===== config.mk =====
export PLATFORM = sky130hd
export DESIGN_NAME = char_lcd_cursor_command_engine_core
export DESIGN_NICKNAME = d
export VERILOG_FILES = /design/src/rtl/clce_pkg.sv /design/src/rtl/char_lcd_cursor_command_engine_core.sv /design/src/rtl/clce_cmd.sv /design/src/rtl/clce_out.sv
export SDC_FILE = /design/constraint.sdc
export NUM_CORES = 1
export LEC_CHECK = 0
export ABC_AREA = 1
export CAP_MARGIN = 5
export CORE_MARGIN = 10
export CORE_UTILIZATION = 44
export CTS_CLUSTER_DIAMETER = 50
export DETAILED_ROUTE_END_ITERATION = 10
export DONT_BUFFER_PORTS = 1
export GPL_TIMING_DRIVEN = 0
export HOLD_SLACK_MARGIN = 0.06
export PLACE_DENSITY = 0.59
export SLEW_MARGIN = 40
export SYNTH_ARGS = -nofsm -noshare
export SYNTH_HDL_FRONTEND = slang
export SYNTH_HIERARCHICAL = 1
export SYNTH_SLANG_ARGS = --single-unit
export TNS_END_PERCENT = 10

===== constraint.sdc =====
create_clock -name clk -period 9.4 [get_ports clk]
set_input_delay 1.88 -clock clk [delete_from_list [all_inputs] [get_ports clk]]
set_output_delay 1.88 -clock clk [all_outputs]
set_load 0.01 [all_outputs]

===== src/rtl/clce_pkg.sv =====
package clce_pkg;

	// command codes carried on s_tuser
	typedef enum logic [2:0] {
		MODE_BEGIN   = 3'd0,
		MODE_WRITE   = 3'd1,
		MODE_CURSOR  = 3'd2,
		MODE_SCR_L   = 3'd3,
		MODE_SCR_R   = 3'd4,
		MODE_CLEAR   = 3'd5,
		MODE_HOME    = 3'd6,
		MODE_FLAG    = 3'd7
	} mode_t;

	// flag selectors for MODE_FLAG
	localparam logic [2:0] FLAG_DISPLAY = 3'd0;
	localparam logic [2:0] FLAG_CURSOR  = 3'd1;
	localparam logic [2:0] FLAG_BLINK   = 3'd2;
	localparam logic [2:0] FLAG_LTR     = 3'd3;
	localparam logic [2:0] FLAG_ASCROLL = 3'd4;

	// configuration register indexes
	localparam logic CFG_NUM_COLS  = 1'b0;
	localparam logic CFG_NUM_LINES = 1'b1;

	// display command bytes
	localparam logic [7:0] CMD_CLEAR   = 8'h01;
	localparam logic [7:0] CMD_HOME    = 8'h02;
	localparam logic [7:0] CMD_ENTRY   = 8'h04;
	localparam logic [7:0] CMD_DISPCTL = 8'h08;
	localparam logic [7:0] CMD_SCR_L   = 8'h18;
	localparam logic [7:0] CMD_SCR_R   = 8'h1C;
	localparam logic [7:0] CMD_FUNCSET = 8'h38;
	localparam logic [7:0] CMD_DDRAM   = 8'h80;

	localparam logic [2:0] DISP_ON     = 3'b100;
	localparam logic [1:0] ENTRY_LEFT  = 2'b10;
	localparam logic [1:0] ENTRY_SHIFT = 2'b01;

	localparam logic [7:0] CH_CR = 8'h0D;
	localparam logic [7:0] CH_LF = 8'h0A;

	localparam logic signed [6:0] SCROLL_MAX = 7'sd39;
	localparam logic signed [6:0] SCROLL_MIN = -7'sd39;
	localparam logic signed [8:0] ADDR_MAX   = 9'sd39;
	localparam logic signed [8:0] WRAP_SPAN  = 9'sd40;

	localparam int unsigned MAX_WR = 4;

	typedef struct packed {
		mode_t      mode;
		logic [7:0] char_code;
		logic [5:0] column;
		logic [1:0] row;
		logic [2:0] flag_index;
		logic       flag_value;
	} item_t;

	// one display bus write
	typedef struct packed {
		logic       rs;
		logic [7:0] data;
	} bus_wr_t;

	// all writes caused by one command, entry 0 first
	typedef struct packed {
		logic [2:0]              cnt;
		bus_wr_t [MAX_WR-1:0]    wr;
	} burst_t;

endpackage


===== src/rtl/char_lcd_cursor_command_engine_core.sv =====
// Character LCD command front end. Each s_ transaction is one high-level
// command (begin, write char, set cursor, scroll left/right, clear, home, set
// flag); the block turns it into zero to four register-select/byte writes on
// the m_ side, the final one of each command marked with m_tlast. A command
// is held in one input register and decoded there against the tracked cursor,
// scroll and flag state; its writes are loaded as a group into a four-entry
// output buffer that drains one write per cycle while m_tready is high. A
// new command is taken in the same cycle the buffer hands out its last
// write, so commands' writes run back to back (one to four, begin is four);
// a command with no writes (CR/LF with nothing to reposition, unused flag
// index) leaves the buffer free. Stalls on m_tready hold everything upstream.
// cfg_ready is always high; write registers only while the block is idle.
module char_lcd_cursor_command_engine_core (
	input  logic        clk,
	input  logic        arst_n,
	// command input
	input  logic        s_tvalid,
	output logic        s_tready,
	input  logic [23:0] s_tdata,   // [7:0] char_code, [13:8] column, [15:14] row,
	                               // [18:16] flag_index, [19] flag_value, [23:20] zero
	input  logic [2:0]  s_tuser,   // [2:0] mode
	// display bus writes
	output logic        m_tvalid,
	input  logic        m_tready,
	output logic [7:0]  m_tdata,   // [7:0] bus_byte
	output logic        m_tuser,   // [0] register_select
	output logic        m_tlast,   // last write of the command
	// configuration writes
	input  logic        cfg_valid,
	output logic        cfg_ready,
	input  logic        cfg_index, // 0 num_cols, 1 num_lines
	input  logic [5:0]  cfg_data
);
	import clce_pkg::*;

	logic   valid_s1;
	item_t  item_s1;
	burst_t burst;
	logic   free;
	logic   step;

	// a command leaves the input register when the output buffer takes it
	assign step     = valid_s1 && free;
	assign s_tready = !valid_s1 || free;
	assign cfg_ready = 1'b1;

	always_ff @(posedge clk or negedge arst_n) begin
		if (!arst_n) begin
			valid_s1 <= 1'b0;
		end else if (s_tready) begin
			valid_s1 <= s_tvalid;
		end
	end

	always_ff @(posedge clk) begin
		if (s_tvalid && s_tready) begin
			item_s1.mode       <= mode_t'(s_tuser);
			item_s1.char_code  <= s_tdata[7:0];
			item_s1.column     <= s_tdata[13:8];
			item_s1.row        <= s_tdata[15:14];
			item_s1.flag_index <= s_tdata[18:16];
			item_s1.flag_value <= s_tdata[19];
		end
	end

	// decode plus cursor/scroll/flag state
	clce_cmd u_cmd (
		.clk     (clk),
		.arst_n  (arst_n),
		.cfg_we  (cfg_valid && cfg_ready),
		.cfg_idx (cfg_index),
		.cfg_val (cfg_data),
		.step    (step),
		.item    (item_s1),
		.burst   (burst)
	);

	// write buffer toward the display bus
	clce_out u_out (
		.clk      (clk),
		.arst_n   (arst_n),
		.in_valid (valid_s1),
		.burst    (burst),
		.free     (free),
		.m_tvalid (m_tvalid),
		.m_tready (m_tready),
		.m_tdata  (m_tdata),
		.m_tuser  (m_tuser),
		.m_tlast  (m_tlast)
	);

endmodule


===== src/rtl/clce_cmd.sv =====
module clce_cmd (
	input  logic             clk,
	input  logic             arst_n,
	input  logic             cfg_we,
	input  logic             cfg_idx,
	input  logic [5:0]       cfg_val,
	input  logic             step,
	input  clce_pkg::item_t  item,
	output clce_pkg::burst_t burst
);
	import clce_pkg::*;

	logic [5:0]        num_cols_q;
	logic [2:0]        num_lines_q;
	logic [6:0]        col_q, col_n;
	logic [1:0]        row_q, row_n;
	logic              pend_q, pend_n;
	logic signed [6:0] scroll_q, scroll_n;
	logic [2:0]        disp_q, disp_n;
	logic [1:0]        entry_q, entry_n;
	logic              right_q, right_n;

	logic              is_cr, is_lf, row_inc;
	logic [7:0]        col_inc;
	logic [2:0]        row_nx;
	logic [2:0]        flag_bit;

	function automatic logic [7:0] cur_addr(input logic [6:0] col, input logic [1:0] row,
		input logic [5:0] ncols, input logic signed [6:0] scr);
		logic [6:0]        base;
		logic signed [8:0] a, b, c, sum;
		case (row)
			2'd0:    base = 7'h00;
			2'd1:    base = 7'h40;
			2'd2:    base = {1'b0, ncols};
			default: base = 7'h40 + {1'b0, ncols};
		endcase
		a   = {2'b00, col};
		b   = {3'b000, base[5:0]};
		c   = {{2{scr[6]}}, scr};
		sum = a + b + c;
		// one wrap at 40 either way
		if (sum > ADDR_MAX) sum = sum - WRAP_SPAN;
		if (sum < 0)        sum = sum + WRAP_SPAN;
		return CMD_DDRAM | {1'b0, sum[6:0]} | {1'b0, base[6], 6'b0};
	endfunction

	assign is_cr    = (item.char_code == CH_CR);
	assign is_lf    = (item.char_code == CH_LF);
	assign col_inc  = {1'b0, col_q} + 8'd1;
	assign flag_bit = DISP_ON >> item.flag_index;

	always_comb begin
		col_n    = col_q;
		row_n    = row_q;
		pend_n   = pend_q;
		scroll_n = scroll_q;
		disp_n   = disp_q;
		entry_n  = entry_q;
		right_n  = right_q;
		row_inc  = 1'b0;
		row_nx   = {1'b0, row_q};
		burst    = '0;
		unique case (item.mode)
			MODE_BEGIN: begin
				disp_n   = DISP_ON;
				scroll_n = '0;
				entry_n  = ENTRY_LEFT;
				burst.cnt   = 3'd4;
				burst.wr[0] = '{rs: 1'b0, data: CMD_FUNCSET};
				burst.wr[1] = '{rs: 1'b0, data: CMD_DISPCTL | {5'b0, DISP_ON}};
				burst.wr[2] = '{rs: 1'b0, data: CMD_CLEAR};
				burst.wr[3] = '{rs: 1'b0, data: CMD_ENTRY | {6'b0, ENTRY_LEFT}};
			end
			MODE_WRITE: begin
				if (scroll_q != 0 || pend_q) begin
					burst.wr[0] = '{rs: 1'b0,
						data: cur_addr(col_q, row_q, num_cols_q, scroll_q)};
					burst.wr[1] = '{rs: 1'b1, data: item.char_code};
					burst.cnt   = (is_cr || is_lf) ? 3'd1 : 3'd2;
				end else begin
					burst.wr[0] = '{rs: 1'b1, data: item.char_code};
					burst.cnt   = (is_cr || is_lf) ? 3'd0 : 3'd1;
				end
				if (right_q) begin
					if (is_cr || col_inc >= {2'b00, num_cols_q}) begin
						col_n   = '0;
						row_inc = 1'b1;
					end else begin
						col_n   = col_inc[6:0];
					end
				end else begin
					if (is_lf || col_q == '0) begin
						col_n   = {1'b0, num_cols_q} - 7'd1;
						row_inc = 1'b1;
					end else begin
						col_n   = col_q - 7'd1;
					end
				end
				pend_n = row_inc;
				row_nx = {1'b0, row_q} + {2'b00, row_inc};
				row_n  = (row_nx >= num_lines_q) ? 2'd0 : row_nx[1:0];
			end
			MODE_CURSOR: begin
				col_n  = {1'b0, item.column};
				row_n  = item.row;
				pend_n = 1'b0;
				burst.cnt   = 3'd1;
				burst.wr[0] = '{rs: 1'b0,
					data: cur_addr({1'b0, item.column}, item.row, num_cols_q, scroll_q)};
			end
			MODE_SCR_L: begin
				scroll_n    = (scroll_q == SCROLL_MAX) ? 7'sd0 : scroll_q + 7'sd1;
				burst.cnt   = 3'd1;
				burst.wr[0] = '{rs: 1'b0, data: CMD_SCR_L};
			end
			MODE_SCR_R: begin
				scroll_n    = (scroll_q == SCROLL_MIN) ? 7'sd0 : scroll_q - 7'sd1;
				burst.cnt   = 3'd1;
				burst.wr[0] = '{rs: 1'b0, data: CMD_SCR_R};
			end
			MODE_CLEAR: begin
				scroll_n    = '0;
				burst.cnt   = 3'd1;
				burst.wr[0] = '{rs: 1'b0, data: CMD_CLEAR};
			end
			MODE_HOME: begin
				scroll_n    = '0;
				burst.cnt   = 3'd1;
				burst.wr[0] = '{rs: 1'b0, data: CMD_HOME};
			end
			MODE_FLAG: begin
				case (item.flag_index) inside
					FLAG_DISPLAY, FLAG_CURSOR, FLAG_BLINK: begin
						disp_n      = item.flag_value ? (disp_q | flag_bit)
							: (disp_q & ~flag_bit);
						burst.cnt   = 3'd1;
						burst.wr[0] = '{rs: 1'b0, data: CMD_DISPCTL | {5'b0, disp_n}};
					end
					FLAG_LTR: begin
						entry_n     = item.flag_value ? (entry_q | ENTRY_LEFT)
							: (entry_q & ~ENTRY_LEFT);
						right_n     = item.flag_value;
						burst.cnt   = 3'd1;
						burst.wr[0] = '{rs: 1'b0, data: CMD_ENTRY | {6'b0, entry_n}};
					end
					FLAG_ASCROLL: begin
						entry_n     = item.flag_value ? (entry_q | ENTRY_SHIFT)
							: (entry_q & ~ENTRY_SHIFT);
						burst.cnt   = 3'd1;
						burst.wr[0] = '{rs: 1'b0, data: CMD_ENTRY | {6'b0, entry_n}};
					end
					default: ;
				endcase
			end
		endcase
	end

	always_ff @(posedge clk or negedge arst_n) begin
		if (!arst_n) begin
			num_cols_q  <= 6'd16;
			num_lines_q <= 3'd2;
			col_q       <= '0;
			row_q       <= '0;
			pend_q      <= 1'b0;
			scroll_q    <= '0;
			disp_q      <= '0;
			entry_q     <= '0;
			right_q     <= 1'b1;
		end else begin
			if (cfg_we) begin
				unique case (cfg_idx)
					CFG_NUM_COLS:  num_cols_q  <= cfg_val;
					CFG_NUM_LINES: num_lines_q <= cfg_val[2:0];
				endcase
			end
			if (step) begin
				col_q    <= col_n;
				row_q    <= row_n;
				pend_q   <= pend_n;
				scroll_q <= scroll_n;
				disp_q   <= disp_n;
				entry_q  <= entry_n;
				right_q  <= right_n;
			end
		end
	end

endmodule


===== src/rtl/clce_out.sv =====
module clce_out (
	input  logic             clk,
	input  logic             arst_n,
	input  logic             in_valid,
	input  clce_pkg::burst_t burst,
	output logic             free,
	output logic             m_tvalid,
	input  logic             m_tready,
	output logic [7:0]       m_tdata,
	output logic             m_tuser,
	output logic             m_tlast
);
	import clce_pkg::*;

	logic [2:0]           rem_q;
	bus_wr_t [MAX_WR-1:0] wr_q;
	logic                 busy, pop, take;

	assign busy = (rem_q != '0);
	assign pop  = busy && m_tready;
	// free when empty or the final write of the burst leaves now
	assign free = !busy || (pop && rem_q == 3'd1);
	assign take = in_valid && free;

	always_ff @(posedge clk or negedge arst_n) begin
		if (!arst_n) begin
			rem_q <= '0;
		end else if (take) begin
			rem_q <= burst.cnt;
		end else if (pop) begin
			rem_q <= rem_q - 3'd1;
		end
	end

	always_ff @(posedge clk) begin
		if (take) begin
			wr_q <= burst.wr;
		end else if (pop) begin
			wr_q <= {bus_wr_t'('0), wr_q[MAX_WR-1:1]};
		end
	end

	assign m_tvalid = busy;
	assign m_tdata  = wr_q[0].data;
	assign m_tuser  = wr_q[0].rs;
	assign m_tlast  = (rem_q == 3'd1);

endmodule


==> Word-level counts from Yosys, hierarchy flattened <==
Index checks and enable logic that the tools add are counted.
{ "classes": {"add_sub_neg": 16, "order_cmp": 6, "eq_ne": 23, "n_shift": 1, "muxes": 57, "bitwise_logic": 7, "n_reduce_logical": 33} }
{ "ops": {"columns": ["operator", "n"], "rows": [
  ["two-way mux 7 bit", 13],
  ["two-way mux 9 bit", 9],
  ["two-way mux 36 bit", 2],
  ["case mux 9 bit (8 select lines)", 1],
  ["case mux 7 bit (3 select lines)", 3],
  ["nonzero test 32 bit", 1],
  ["two-way mux 3 bit", 8],
  ["greater-than comparator 9 x 7 -> 1 bit (second input constant)", 2],
  ["< comparator 9 x 1 -> 1 bit (second input constant)", 2],
  ["case mux 9 bit (2 select lines)", 1],
  ["subtractor 9 x 7 -> 9 bit (second input constant)", 2],
  ["equality test 8 x 4 -> 1 bit (second input constant)", 2],
  ["bitwise OR 8 x 7 -> 8 bit", 2],
  ["equality test 3 bit (second input constant)", 5],
  ["adder 7 bit (second input constant)", 2],
  ["equality test 7 bit (second input constant)", 2],
  ["case mux 7 bit (2 select lines)", 1],
  ["equality test 3 x 2 -> 1 bit (second input constant)", 4],
  ["two-way mux 12 bit", 1],
  ["two-way mux 2 bit", 6],
  ["case mux 3 bit (4 select lines)", 1],
  ["adder 8 x 7 -> 9 bit", 1],
  ["adder 9 x 7 -> 9 bit", 1],
  ["equality test 3 x 1 -> 1 bit (second input constant)", 3],
  ["other kinds (39)", 68]
]} }
{ "word_totals": {"register_bits": 95, "in_bits": 39, "out_inout_bits": 13} }

==> Depth between registers and ports, before layout <==
Gate-level depths: netlist of run 1.
{ "depth": {"depth_word": 18, "depth_mapped": 33, "mapped_depth_nobuf": 33} }

==> Hierarchy <==
The synthesis of run 1 kept the hierarchy.
{ "by_module_without_submodules": {"columns": ["mod", "n_inst", "cells_each", "area_each_um2", "seq_area_each_um2"], "rows": [
  ["clce_cmd", 1, 771, 4863.4, 804.5],
  ["clce_out", 1, 191, 1879.3, 1156.1],
  ["char_lcd_cursor_command_engine_core", 1, 33, 754.5, 715.7]
]} }

==> Worst setup path before layout of run 1 <==
Ideal clock, no wire load.
{ "synth_timing": {"path_type": "input to output", "startpoint": "input m_tready", "endpoint": "output s_tready", "arrival_time_ps": 2380, "required_time_ps": 7520, "path_slack_ps": 5140, "path_stages": 5, "path_buffers": 1, "cell_sequence": "nand3_2 nand2_4 buf_2 inv_1 nand2_1"} }
{ "synth_via": {"elab_chain_cells": 4} }
{ "synth_rtl": {"columns": ["element", "line_no", "rtl"], "rows": [
  ["start, declared", "char_lcd_cursor_command_engine_core.sv:24", "input logic m_tready,"],
  ["logical AND 1 bit", "clce_out.sv:20", "assign pop = busy && m_tready;"],
  ["logical AND 1 bit", "clce_out.sv:22", "assign free = !busy || (pop && rem_q == 3'd1);"],
  ["logical OR 1 bit", "clce_out.sv:22", null],
  ["via free", "char_lcd_cursor_command_engine_core.sv:39", "logic free;"],
  ["logical OR 1 bit", "char_lcd_cursor_command_engine_core.sv:44", "assign s_tready = !valid_s1 || free;"],
  ["end, declared", "char_lcd_cursor_command_engine_core.sv:18", "output logic s_tready,"]
]} }
The timed path passes the listed nets, and every way through them passes these cells.

==> Final worst setup path of run 1 <==
Same ends and word-level chain as after synthesis.

==> run summary, run 1 <==
outcome = complete, no violations
Detail Placement HPWL = 14200 microns
Top Ports = 52
Worst-path clk slew = 0.06 ns
number of buffers created by CTS = 9
global route overflow = 0
DIE AREA = 22700 sq um
Hold Path Stages = 2
share of cells above drive strength 1 = 11.4%
Area Growth Syn to Fin = 9.91%
GPL Wtd Cong = 0.915
post-layout min period = 4.44 ns
Crit-path slowest cell = buf_2
Hold-fix buffers, CTS = 0
Distinct cells, synth = 53
Slew headroom = 60.5%
sequential area share after synthesis = 35.7%
clock latency on the worst-skew pair = 0.35 ns
Starting DRT DRC Count = 415
crit path kind = input pin to output pin
ant diodes = 0
clock tree from TritonCTS = built
async set-or-reset flop fraction in the synthesized netlist = 37.9%
Yosys warnings = 6
drt pass-1 iters = 5
max incr delay on CP = 0.24 ns
crit path capture type = output pin
Max Freq = 225 MHz
Data required, critical path = 7.52 ns
Post-route DRC = 0
Sink Count = 95
FF+latch count, synth = 95
Post-Syn Area per Cell = 7.53 sq um
Die H = 151 microns
Vias/cell = 4.96
Total Routing Usage GR = 16.5%
Longest Clk Path Bufs = 2
H-tree lvl count = 3
global-route wire length before repair = 29800 microns
Most used DFF post-synth = edfxtp_1
antenna violations before repair = 0
largest net degree at the start of global routing = 37
Netlist Area Pre-Place = 7500 sq um
Setup Buffers After CTS = 0
Site Rows = 47
worst hold path class = flip-flop to flip-flop
Worst Reg-to-Reg Cells = 30
final slew viol count = 0
vias in the first global route = 5899
Post-synth EDFFs = 59
# Max-Cap Violations = 0
Worst-Margin Slew = 0.592 ns
Hold Vio Cnt, Final = 0
core area = 16600 sq um
clock root cell = clkbuf_16
Final nets = 1123
routed wire length = 17800 microns
clk_skew = 0.00920 ns
Detail Route Antenna Nets = 0
Buffers on Ports = 0
Die W = 151 microns
period utilisation layout = 47.2%
Critical Path, Cell by Cell = nand3_2 -> nand2_4 -> buf_2 -> inv_1 -> nand2_1
Wirelength per Cell = 14.3 microns
r2r setup slk = 5.12 ns
via count = 6184
Resized cells post-CTS = 0
CP Max Fanout = 11
commonest non-fill, non-tap cell in the layout = nand2_1
commonest cells after routing, fill and taps aside = 238 x nand2_1, 156 x inv_1, 90 x nand3_1
final setup TNS = 0 ns
Worst Path Arrival = 2.56 ns
unrepaired setup endpoints after global routing = no
setup violators final = 0
synthesized instance count = 995
crit path launch type = input pin
Initial Util = 45.0%
-- stage by stage --
stage          setup slack [ns]  instance area, sq um  std cells  hold slack, ns  utilization (%)
3_5_place_dp               4.97                  7890       1232           0.469             47.4
3_3_place_gp               4.71                  7830       1229           0.461             47.0
2_1_floorplan              5.14                  7550       1009           0.444                -
5_1_grt                    4.60                  8240       1248           0.527             49.5
6_report                   4.96                  8240       1248           0.485             49.5
4_1_cts                    4.97                  8240       1248           0.483             49.5
-- sequential cells by signal, summed over array words and instances, names as in the netlist --
signal,cells
u_cmd/entry_q,2
u_cmd/num_cols_q,6
u_cmd/col_q,7
u_cmd/right_q,1
u_cmd/pend_q,1
valid_s1,1
u_out/wr_q,27
u_cmd/disp_q,3
u_out/m_tdata,8
u_out/rem_q,3
item_s1,23
u_cmd/row_q,2
u_cmd/num_lines_q,3
u_cmd/scroll_q,7
u_out/m_tuser,1
-- critical path, delay by kind of cell --
| family | cells | cell delay (ns) |
|---|---|---|
| simple gates | 3 | 0.31 |
| buf+inv | 2 | 0.36 |
-- synth_stat cells (11+ instances only) --
| cell | count | area share (%) |
|---|---|---|
| a21oi_1 | 34 | 2.3 |
| buf_4 | 26 | 2.6 |
| dfrtp_1 | 33 | 11 |
| edfxtp_1 | 59 | 24 |
| ha_1 | 56 | 9.3 |
| inv_1 | 156 | 7.8 |
| inv_2 | 17 | 0.85 |
| nand2_1 | 238 | 12 |
| nand2_2 | 21 | 1.8 |
| nand3_1 | 90 | 6.0 |
| nor2_1 | 76 | 3.8 |
| nor3_1 | 11 | 0.73 |
| o21ai_0 | 40 | 2.7 |
| xor2_1 | 18 | 2.1 |
-- final timing paths --
kind	start	endpoint
hold reg to reg	u_cmd/disp_q[1]$_DFFE_PN0P_	u_cmd/disp_q[1]$_DFFE_PN0P_
setup reg to reg	item_s1[5]$_DFFE_PP_	u_out/m_tdata[4]$_DFFE_PP_
hold / removal	u_cmd/disp_q[1]$_DFFE_PN0P_	u_cmd/disp_q[1]$_DFFE_PN0P_
max in group asynchronous	arst_n	u_cmd/right_q$_DFFE_PN1P_
min in group asynchronous	arst_n	u_cmd/entry_q[0]$_DFFE_PN0P_
setup / recovery	m_tready	s_tready
-- cell type report --
type	count	area, sq um
fill	1647	8400
multi-input combinational	698	3960
sequential	95	2680
inverter	175	657
buffer	41	275
tap	220	275
clock buffer	9	225
clock inverter	7	126
timing repair buffer	3	45.0
-- per-layer routing --
layer / routed length (microns) / share of wire, % / up-vias / GRT usage [%]
met4: 264 / 1.5 / 0 / 5.25
met2: 7840 / 44 / 119 / 25.2
li1: - / - / 3248 / -
met5: 0 / 0 / - / 0
met1: 8950 / 50 / 2800 / 23.3
met3: 783 / 4.4 / 17 / 2.61
-- cells by family after synthesis --
logic type	count (synthesis)	synth area share [%]
and+or+nand+nor	469	27.7
other	2	0.100
AOI/OAI and AO/OA	126	10.1
buffers and inverters	216	12.4
xor gates and xnor gates	26	3.29
adders and majority gates	61	10.7
DFF	95	35.7
Power of run 1 is left out: the tool's default activity adds up to more than one toggle a clock period on the data nets, which glitch-free logic cannot reach.
==> inputs of run 2 (changes only) <==
--- a/config.mk
+++ b/config.mk
@@ -14,7 +14,7 @@
 export DONT_BUFFER_PORTS = 1
 export GPL_TIMING_DRIVEN = 0
 export HOLD_SLACK_MARGIN = 0.06
-export PLACE_DENSITY = 0.59
+export PLACE_DENSITY = 0.61
 export SLEW_MARGIN = 40
 export SYNTH_ARGS = -nofsm -noshare
 export SYNTH_HDL_FRONTEND = slang
==> constraint.sdc (replaced) <==
create_clock -name clk -period 3.6 [get_ports clk]
set_input_delay 0.72 -clock clk [delete_from_list [all_inputs] [get_ports clk]]
set_output_delay 0.72 -clock clk [all_outputs]
set_load 0.01 [all_outputs]
==> run 2 against run 1 <==
Register-to-register slack lost 5.5 ns. Sequential share of layout area shrank 1.7 points. Critical endpoint is now u_out/m_tdata[4]$_DFFE_PP_. Critical path depth grew 23. Routed wire length grew 3.3%. First-iteration DRC count grew 20%. Worst setup slack lost 5.3 ns. The run now ends with setup timing left. Worst hold slack lost 0.29 ns. Largest cell class unchanged. Via count grew 2.9%. Cell area grew 5.7%.
==> run summary, run 2 (synthesis gave the netlist of run 1 again) <==
Slew headroom = 60.6% (was 60.5%)
period utilisation layout = 110%
Area Growth Syn to Fin = 16.2% (was 9.91%)
# Max-Cap Violations = 0 (unchanged)
Wirelength per Cell = 14.5 microns (was 14.3 microns)
Biggest register = u_out/wr_q (unchanged)
Max Freq = 253 MHz
global-route wire length before repair = 30700 microns (was 29800 microns)
vias in the first global route = 6152 (was 5899)
max incr delay on CP = 0.48 ns (was 0.24 ns)
share of cells above drive strength 1 = 19.7% (was 11.4%)
crit path launch type = flip-flop (was input pin)
register area = 2680 sq um (about the same)
Worst-Margin Slew = 0.590 ns (was 0.592 ns)
GPL Wtd Cong = 0.913 (was 0.915)
global route overflow = 0 (unchanged)
crit path capture type = flip-flop (was output pin)
pre-CTS WS = -0.574 ns (was 4.97 ns)
Die W = 151 microns (unchanged)
worst hold path class = input pin to asynchronous set/reset pin (was flip-flop to flip-flop)
Final nets = 1150 (was 1123)
Site Rows = 47 (unchanged)
unrepaired setup endpoints after global routing = yes (was no)
max reg flops = 27 (unchanged)
Post-route DRC = 0 (unchanged)
Die H = 151 microns (unchanged)
Total Routing Usage GR = 17.0% (was 16.5%)
Data required, critical path = 3.71 ns (was 7.52 ns)
Starting DRT DRC Count = 500 (was 415)
H-tree lvl count = 3 (unchanged)
final slew viol count = 0 (unchanged)
Worst-path clk slew = 0.06 ns (about the same)
Hold Vio Cnt, Final = 0 (unchanged)
setup violators final = 6 (was 0)
Worst Path Arrival = 4.07 ns (was 2.56 ns)
failing checks = setup timing
Buffers on Ports = 0 (unchanged)
drt pass-1 iters = 5 (unchanged)
CP Max Fanout = 6 (was 11)
worst hold slack = 0.194 ns (was 0.485 ns)
post-layout min period = 3.95 ns
Detail Placement HPWL = 14400 microns (was 14200 microns)
DIE AREA = 22700 sq um (unchanged)
Initial Util = 45.0% (unchanged)
Setup WS post-layout = -0.355 ns (was 4.96 ns)
outcome = finished, violations left (was complete, no violations)
antenna violations before repair = 0 (unchanged)
number of buffers created by CTS = 9 (unchanged)
Crit-path slowest cell = edfxtp_1 (was buf_2)
routed wire length = 18400 microns (was 17800 microns)
Detail Route Antenna Nets = 0 (unchanged)
Vias/cell = 4.99 (was 4.96)
via count = 6365 (was 6184)
ant diodes = 0 (unchanged)
Longest Clk Path Bufs = 2 (unchanged)
area of the multi-input gates = 4280 sq um (was 3960 sq um)
Layout fillers = 1596 (was 1647)
Sink Count = 95 (unchanged)
largest net degree at the start of global routing = 34 (was 37)
commonest cells after routing, fill and taps aside = 226 x nand2_1, 149 x inv_1, 85 x nand3_1 (was 238 x nand2_1, 156 x inv_1, 90 x nand3_1)
clock tree from TritonCTS = built (unchanged)
clk_skew = 0.00938 ns (was 0.00920 ns)
commonest non-fill, non-tap cell in the layout = nand2_1 (unchanged)
clock latency on the worst-skew pair = 0.36 ns (was 0.35 ns)
CP top delay family = simple AND/OR/NAND/NOR gates (was buffers and inverters)
crit path kind = flip-flop to flip-flop (was input pin to output pin)
clock root cell = clkbuf_16 (unchanged)
Buf/Inv on CP = 6 (was 2)
Top Ports = 52 (unchanged)
core area = 16600 sq um (unchanged)
[run 2: cell count changes in the layout (fill, tap and decap cells not counted), moves of 8 or more]
cell	previous run	this run
a21oi_1	33	22
a21oi_2	1	10
nand2_1	238	226
nand2_2	21	29
ha_1	56	44
buf_4	26	51
ha_4	0	8
[run 2: metrics by stage]
step | utilization (%) | TNS, ns | area (sq um) | std cells
2_1_floorplan | - | 0 | 7630 | 1009
3_3_place_gp | 47.5 | -2.23 | 7910 | 1229
3_5_place_dp | 48.0 | -2.47 | 7990 | 1232
4_1_cts | 51.0 | -1.40 | 8480 | 1264
5_1_grt | 52.4 | -3.39 | 8710 | 1275
6_report | 52.4 | -1.43 | 8710 | 1275
[run 2: worst register-to-register path, delay by kind of cell, from the launching register on]
family                   cells  cell delay, ns
AND/OR/NAND/NOR             15            1.37
XOR/XNOR                     1            0.15
AO/OA/AOI/OAI                2            0.18
buffers and inverters        6            0.47
adder cells (fa/ha/maj)      4            1.08
flip-flops                   1            0.48
[run 2: timing repair]
item / in CTS / in global routing
endpoints found under the setup margin: 6 / 6
endpoints found under the hold margin: 33 / 0
resized for setup: 28 / 36
buffers inserted: 15 / 11
pin swaps: 16 / 30
hold buffers: 1 / 0
[run 2: cell type report]
class / instances / share of cell area (%)
multi-input cells: 698 / 49.1
plain buffers: 41 / 3.16
clock buffers: 9 / 2.58
flip-flops and latches: 95 / 30.8
inverters: 175 / 7.54
repair buffers: 30 / 3.17
well taps: 220 / 3.16
clock inverters: 7 / 0.460
[run 2: final timing paths]
| kind | startpoint | to | slack (ns) | cells after the start |
|---|---|---|---|---|
| hold reg to reg | u_cmd/disp_q[1]$_DFFE_PN0P_ | u_cmd/disp_q[1]$_DFFE_PN0P_ | 0.48 | 2 |
| hold / removal | arst_n | u_cmd/disp_q[0]$_DFFE_PN0P_ | 0.19 | 1 |
| setup reg to reg | item_s1[5]$_DFFE_PP_ | u_out/m_tdata[4]$_DFFE_PP_ | -0.35 | 28 |
| min in group clk | s_tdata[6] | item_s1[18]$_DFFE_PP_ | 0.46 | 0 |
| max in group asynchronous | arst_n | u_cmd/num_cols_q[0]$_DFFE_PN0P_ | 3.20 | 1 |
| setup / recovery | item_s1[5]$_DFFE_PP_ | u_out/m_tdata[4]$_DFFE_PP_ | -0.35 | 28 |
[run 2: per-layer routing]
| metal | up-vias | wire (microns) | global-route usage, % | share of wire (%) |
|---|---|---|---|---|
| met3 | 18 | 775 | 2.73 | 4.2 |
| met4 | 0 | 286 | 5.64 | 1.6 |
| met1 | 2928 | 9090 | 23.7 | 49 |
| li1 | 3296 | - | - | - |
| met5 | - | 0 | 0 | 0 |
| met2 | 123 | 8280 | 26.2 | 45 |
Power of run 2 is left out for the same reason.
